### src/u8esc_pkg.sv
// ----------------------------------------------------------------------------
// u8esc_pkg
// Shared constants and byte helpers for the UTF-8 stray byte escaper:
// lead length decode, overlong check and expansion of escaped bytes.
// ----------------------------------------------------------------------------
package u8esc_pkg;

    localparam int unsigned RunDepth = 4;   // up to three held bytes plus the current one
    localparam int unsigned HeldDepth = 3;

    // escape of a zero byte: encoding of U+D800
    localparam logic [7:0] EscZero0 = 8'hED;
    localparam logic [7:0] EscZero1 = 8'hA0;
    localparam logic [7:0] EscZero2 = 8'h80;

    typedef logic [7:0] byte_t;
    typedef logic [1:0] cnt_t;

    // sequence length minus one, taken from the lead byte
    function automatic cnt_t lead_extra(input byte_t b);
        cnt_t r;
        r = 2'd0;
        if (b[7:5] == 3'b110) begin
            r = 2'd1;
        end else if (b[7:4] == 4'b1110) begin
            r = 2'd2;
        end else if (b[7:3] == 5'b11110) begin
            r = 2'd3;
        end
        return r;
    endfunction

    function automatic logic is_overlong(input byte_t lead, input byte_t second);
        logic r;
        r = 1'b0;
        if (lead == 8'hC0 || lead == 8'hC1) begin
            r = 1'b1;
        end else if (lead == 8'hE0 && second < 8'hA0) begin
            r = 1'b1;
        end else if (lead == 8'hF0 && second < 8'h90) begin
            r = 1'b1;
        end
        return r;
    endfunction

    // index of the final output byte an item byte expands to
    function automatic cnt_t part_last(input byte_t b, input logic esc);
        cnt_t r;
        r = 2'd0;
        if (esc) begin
            if (b == 8'h00) begin
                r = 2'd2;
            end else if (b[7]) begin
                r = 2'd1;
            end
        end
        return r;
    endfunction

    function automatic byte_t part_byte(input byte_t b, input logic esc, input cnt_t sub);
        byte_t r;
        r = b;
        if (esc && b == 8'h00) begin
            case (sub)
                2'd0:    r = EscZero0;
                2'd1:    r = EscZero1;
                default: r = EscZero2;
            endcase
        end else if (esc && b[7]) begin
            if (sub == 2'd0) begin
                r = {6'b110000, b[7:6]};
            end else begin
                r = {2'b10, b[5:0]};
            end
        end
        return r;
    endfunction

endpackage

### src/utf8_stray_byte_escaper_unit.sv
// ----------------------------------------------------------------------------
// utf8_stray_byte_escaper_unit
// Passes a byte stream through, escaping bytes that do not form UTF-8.
// Throughput, while m_ready holds: one item per cycle while items give one byte
// each; an item that gives more than one byte holds the input until the single
// output byte register has drained the run register, one byte per cycle.
// Reset (aresetn, synchronous, active low) clears pending sequence and outputs.
// ----------------------------------------------------------------------------
module utf8_stray_byte_escaper_unit
    import u8esc_pkg::*;
(
    input  logic       aclk,
    input  logic       aresetn,
    input  logic       s_valid,
    output logic       s_ready,
    input  logic [7:0] s_in_byte,
    input  logic       s_end_of_input,
    output logic       m_valid,
    input  logic       m_ready,
    output logic [7:0] m_out_byte,
    output logic       m_last_of_run
);

    // pending sequence
    byte_t held_reg [HeldDepth];
    byte_t held_next [HeldDepth];
    cnt_t  held_count_reg, held_count_next;
    cnt_t  expect_reg, expect_next;

    // run of item bytes waiting to be sent
    byte_t run_byte_reg [RunDepth];
    byte_t run_byte_next [RunDepth];
    logic  run_esc_reg, run_esc_next;
    cnt_t  run_last_reg, run_last_next;
    logic  run_valid_reg;
    logic  run_load;
    cnt_t  idx_reg, sub_reg;

    logic  m_valid_reg, m_last_reg;
    byte_t m_byte_reg;

    logic  s_fire, emit_fire, part_end, run_end;
    byte_t cur_byte, emit_byte;
    cnt_t  exp_dec;

    assign s_fire    = s_valid && s_ready;
    assign emit_fire = run_valid_reg && (!m_valid_reg || m_ready);
    assign cur_byte  = run_byte_reg[idx_reg];
    assign emit_byte = part_byte(cur_byte, run_esc_reg, sub_reg);
    assign part_end  = (sub_reg == part_last(cur_byte, run_esc_reg));
    assign run_end   = part_end && (idx_reg == run_last_reg);
    assign s_ready   = !run_valid_reg || (emit_fire && run_end);
    assign exp_dec   = expect_reg - 2'd1;

    assign m_valid       = m_valid_reg;
    assign m_out_byte    = m_byte_reg;
    assign m_last_of_run = m_last_reg;

    always_comb begin
        for (int i = 0; i < HeldDepth; i++) begin
            held_next[i] = held_reg[i];
        end
        held_count_next = held_count_reg;
        expect_next     = expect_reg;
        run_load        = 1'b0;
        run_esc_next    = 1'b1;
        run_last_next   = held_count_reg;
        // held bytes first, the current byte right after them
        for (int i = 0; i < HeldDepth; i++) begin
            run_byte_next[i] = (cnt_t'(i) < held_count_reg) ? held_reg[i] : s_in_byte;
        end
        run_byte_next[RunDepth-1] = s_in_byte;

        if (expect_reg == 2'd0) begin
            if (!s_end_of_input) begin
                if (lead_extra(s_in_byte) == 2'd0) begin
                    run_load = 1'b1;
                end else begin
                    held_next[0]    = s_in_byte;
                    held_count_next = 2'd1;
                    expect_next     = lead_extra(s_in_byte);
                end
            end
        end else if (s_end_of_input) begin
            run_load        = 1'b1;
            run_last_next   = held_count_reg - 2'd1;
            held_count_next = 2'd0;
            expect_next     = 2'd0;
        end else if (s_in_byte[7:6] != 2'b10) begin
            run_load        = 1'b1;
            held_count_next = 2'd0;
            expect_next     = 2'd0;
        end else if (exp_dec != 2'd0) begin
            expect_next = exp_dec;
            if (held_count_reg != 2'd3) begin
                held_next[held_count_reg] = s_in_byte;
                held_count_next           = held_count_reg + 2'd1;
            end
        end else begin
            // sequence complete: raw unless overlong
            run_load        = 1'b1;
            run_esc_next    = is_overlong(held_reg[0],
                                  (held_count_reg >= 2'd2) ? held_reg[1] : s_in_byte);
            held_count_next = 2'd0;
            expect_next     = 2'd0;
        end
    end

    always_ff @(posedge aclk) begin
        if (!aresetn) begin
            held_count_reg <= 2'd0;
            expect_reg     <= 2'd0;
            run_valid_reg  <= 1'b0;
            idx_reg        <= 2'd0;
            sub_reg        <= 2'd0;
            m_valid_reg    <= 1'b0;
        end else begin
            if (s_fire) begin
                held_count_reg <= held_count_next;
                expect_reg     <= expect_next;
            end

            if (emit_fire) begin
                m_valid_reg <= 1'b1;
                if (run_end) begin
                    run_valid_reg <= 1'b0;
                    idx_reg       <= 2'd0;
                    sub_reg       <= 2'd0;
                end else if (part_end) begin
                    idx_reg <= idx_reg + 2'd1;
                    sub_reg <= 2'd0;
                end else begin
                    sub_reg <= sub_reg + 2'd1;
                end
            end else if (m_ready) begin
                m_valid_reg <= 1'b0;
            end

            if (s_fire && run_load) begin
                run_valid_reg <= 1'b1;
                idx_reg       <= 2'd0;
                sub_reg       <= 2'd0;
            end
        end
    end

    // payload registers
    always_ff @(posedge aclk) begin
        if (s_fire) begin
            for (int i = 0; i < HeldDepth; i++) begin
                held_reg[i] <= held_next[i];
            end
        end
        if (s_fire && run_load) begin
            for (int i = 0; i < RunDepth; i++) begin
                run_byte_reg[i] <= run_byte_next[i];
            end
            run_esc_reg  <= run_esc_next;
            run_last_reg <= run_last_next;
        end
        if (emit_fire) begin
            m_byte_reg <= emit_byte;
            m_last_reg <= run_end;
        end
    end

endmodule

### config.mk
export PLATFORM = sky130hd
export DESIGN_NAME = utf8_stray_byte_escaper_unit
export DESIGN_NICKNAME = d
export VERILOG_FILES = /design/src/u8esc_pkg.sv /design/src/utf8_stray_byte_escaper_unit.sv
export SDC_FILE = /design/constraint.sdc
export NUM_CORES = 1
export LEC_CHECK = 0
export ABC_AREA = 0
export BUFFER_PORTS_ARGS = -buffer_cell sky130_fd_sc_hd__buf_4
export CORE_MARGIN = 1.5
export CORE_UTILIZATION = 45
export DETAILED_ROUTE_END_ITERATION = 8
export PLACE_DENSITY = 0.7
export RECOVER_POWER = 25
export SLEW_MARGIN = 20
export SYNTH_ARGS = -nofsm -noshare
export SYNTH_HDL_FRONTEND = slang
export SYNTH_SLANG_ARGS = --single-unit
### constraint.sdc
create_clock -name aclk -period 3.1 [get_ports aclk]
set_input_delay 0.31 -clock aclk [delete_from_list [all_inputs] [get_ports aclk]]
set_output_delay 0.31 -clock aclk [all_outputs]
set_load 0.01 [all_outputs]
==> flow_summary_export.csv <==
group,metric,value,unit
global_routing,gr-total-overflow,0,
timing,fin_crit,2.99,ns
cts,clk_latency,0.36,ns
cells_and_area,drive_above_1_share,25.6,%
floorplan,start_util,45.9,%
floorplan,io_pins,24,
flow_run,cap_violations,0,
synth,synth-edff-count,68,
routing,drt-wirelength-per-cell,16.8,um
routing,ant_nets,0,
cells_and_area,multiInputGateArea,1340,sq um
cells_and_area,diodes,0,
cts,cts_tree,"done",
critical_path,cp-end-kind,"output port",
outcome,status,"completed",
routing,drt_iter0_drc,111,
timing,worst_pin_slew,0.647,ns
cts,cts_buffers,9,
synth,syn_inst,264,
synth,yosysSeqAreaShare,61.2,%
timing,hold_ws,0.228,ns
cts,htree_num_levels,3,
global_routing,grt_pass1_wl,11000,um
floorplan,dieWidth,94.1,um
power_and_ir_drop,p_leak,1.41,nW
cts,postCtsHoldBufs,0,
timing,hold_viol,0,
timing,relSlewSlack,56.9,%
synth,yosys_warnings,0,
cells_and_area,area_growth,13.5,%
global_routing,grt.total_usage,17.1,%
synth,synth_area,3730,sq um
routing,wirelength,6890,um
critical_path,start_kind,"register",
critical_path,crit_type,"reg2out",
floorplan,fp-row-count,33,
cells_and_area,fillers,668,
synth,synth_ff_type,"edfxtp_1",
critical_path,critical_path.max_fanout,8,
routing,via_count,2229,
power_and_ir_drop,p_per_area,534,nW/um^2
routing,via_per_inst,5.44,
critical_path,crit_required,2.79,ns
place,gp_congestion,0.785,
synth,syn_area_per_cell,14.1,sq um
hold_path,hold_start,"aresetn",
cts,cts_sinks,80,
floorplan,die-area,8850,sq um
place,portBuffers,23,
synth,syn_nets,286,
place,pre_cts_slack,0.0457,ns
timing,rsz0062_at_grt,"true",
floorplan,core_area,8130,sq um
power_and_ir_drop,finalPower,2.26,mW
hold_path,whs_path_depth,2,
critical_path,arrival,2.68,ns
place,hpwl,4870,um
timing,slew_viol_final,0,
floorplan,die_y,94.1,um
timing,setup_viol,0,
hold_path,hold_path_class,"in2reg",
cts,clkTransAtPathRegs,0.09,ns
cells_and_area,nNetsFinal,322,
timing,period_share,96.6,%
timing,finClkSkew,0.0121,ns
synth,synth-seq-cells,80,
timing,setup_slack,0.107,ns
cells_and_area,final-seq-area,2290,sq um
global_routing,antenna_found_initial,0,
cts,cts_root_buf,"clkbuf_8",
synth,async_reset_ff_share,0,%
cts,clock_tree.buffer_depth,2,
timing,fmax,334,MHz
synth,ys_types,50,
routing,firstDrtPassIters,4,
routing,remaining_drc_errors,0,
power_and_ir_drop,peakVddDrop,0.273,mV
global_routing,grt_pass1_vias,2130,
global_routing,grt_max_degree,36,
critical_path,reg2regPathDepth,8,
[cell usage after synthesis (all sizes together), types with 3 or more instances]
cell type / instances / area share (%)
nor2: 9 / 0.91
nand2: 18 / 1.8
nand2b: 6 / 1.0
mux4: 7 / 4.6
mux2i: 4 / 1.1
nor3: 4 / 0.54
nand3: 7 / 0.94
or3: 3 / 0.67
clkbuf: 7 / 0.70
mux2: 25 / 7.5
dfxtp: 12 / 6.4
o21ai: 12 / 1.6
buf: 4 / 1.2
a21oi: 11 / 1.5
a32o: 8 / 2.1
edfxtp: 68 / 55
xnor2: 3 / 1.2
inv: 14 / 1.4
ha: 9 / 3.0
[through the flow]
step | util (%) | setup TNS [ns] | instance area [sq um] | std cells
detailed placement | 50.0 | 0 | 4070 | 393
CTS | 52.7 | 0 | 4290 | 409
finish | 52.1 | 0 | 4230 | 410
floorplan | - | -0.774 | 3730 | 264
global route | 52.1 | -0.0155 | 4230 | 410
global placement | 50.0 | 0 | 4070 | 393
[logic make-up (layout without fill, tap and decap cells)]
group / Yosys count / count (layout) / share of synthesized area (%)
DFF: 80 / 80 / 61.2
and+or+nand+nor: 59 / 59 / 8.25
AOI/OAI and AO/OA: 49 / 49 / 9.22
muxes: 36 / 36 / 13.2
buffers and inverters: 26 / 67 / 3.42
adders and majority gates: 9 / 9 / 3.02
xor gates and xnor gates: 5 / 5 / 1.68
[layer usage]
metal,routed length (um),up-vias,global-route usage (%)
li1,-,1083,-
met1,3260,1063,22.5
met4,248,0,11.3
met5,0,-,0
met2,3110,64,25.8
met3,271,19,2.91
[placed cells by master (no fill, tap or decap), drive strengths merged, types with 2 or more instances in the layout]
master | Yosys | final
buf | 4 | 18
clkinvlp | 0 | 3
o22ai | 2 | 2
mux4 | 7 | 7
nor2 | 9 | 9
dfxtp | 12 | 12
clkbuf | 7 | 27
nor3 | 4 | 4
xnor2 | 3 | 3
xor2 | 2 | 2
nand4 | 2 | 2
o31ai | 2 | 2
o21ai | 12 | 12
inv | 14 | 15
mux2i | 4 | 4
nand2 | 18 | 18
a22o | 2 | 2
or3 | 3 | 3
mux2 | 25 | 25
edfxtp | 68 | 68
a211oi | 2 | 2
ha | 9 | 9
nor3b | 2 | 2
clkinv | 1 | 3
a21oi | 11 | 11
nand3 | 7 | 7
a32o | 8 | 8
nand2b | 6 | 6
[critical path, cell delays in order, from the launching register on]
cell	delay (ns)
dfxtp_4	0.42
mux4_2	0.55
nor4_4	0.29
and4b_2	0.33
xnor2_4	0.10
or3_4	0.37
o21ai_2	0.14
buf_4	0.14
[path summary, 6_finish.rpt]
kind                                      endpoint  slack (ns)
worst max-delay path                       s_ready        0.11
worst min-delay path             held_count_reg[0]        0.23
worst max register to register  run_byte_reg[2][2]        0.25
worst min register to register          sub_reg[0]        0.48
[where the power goes]
part           internal [mW]  switching, mW  leakage (nW)  total, mW
logic                 0.0978          0.131         0.589      0.229
clock network          0.380          0.410        0.0977      0.790
registers               1.22         0.0181         0.721       1.24
[cell type report]
type	count	area share (%)
Sequential cell	80	54.0
Multi-Input combinational cell	158	31.6
Tap cell	105	3.10
Inverter	15	1.42
Clock buffer	9	2.93
Clock inverter	7	1.86
Timing Repair Buffer	36	5.08
[repair_timing]
action                                  4_1_cts  5_1_grt
pin swaps                                     1        3
resized for setup                             6        3
endpoints found under the setup margin        1        1
endpoints found under the hold margin         0        0
setup buffers                                 0        1
No activity file was read; power rests on OpenSTA's default activity.
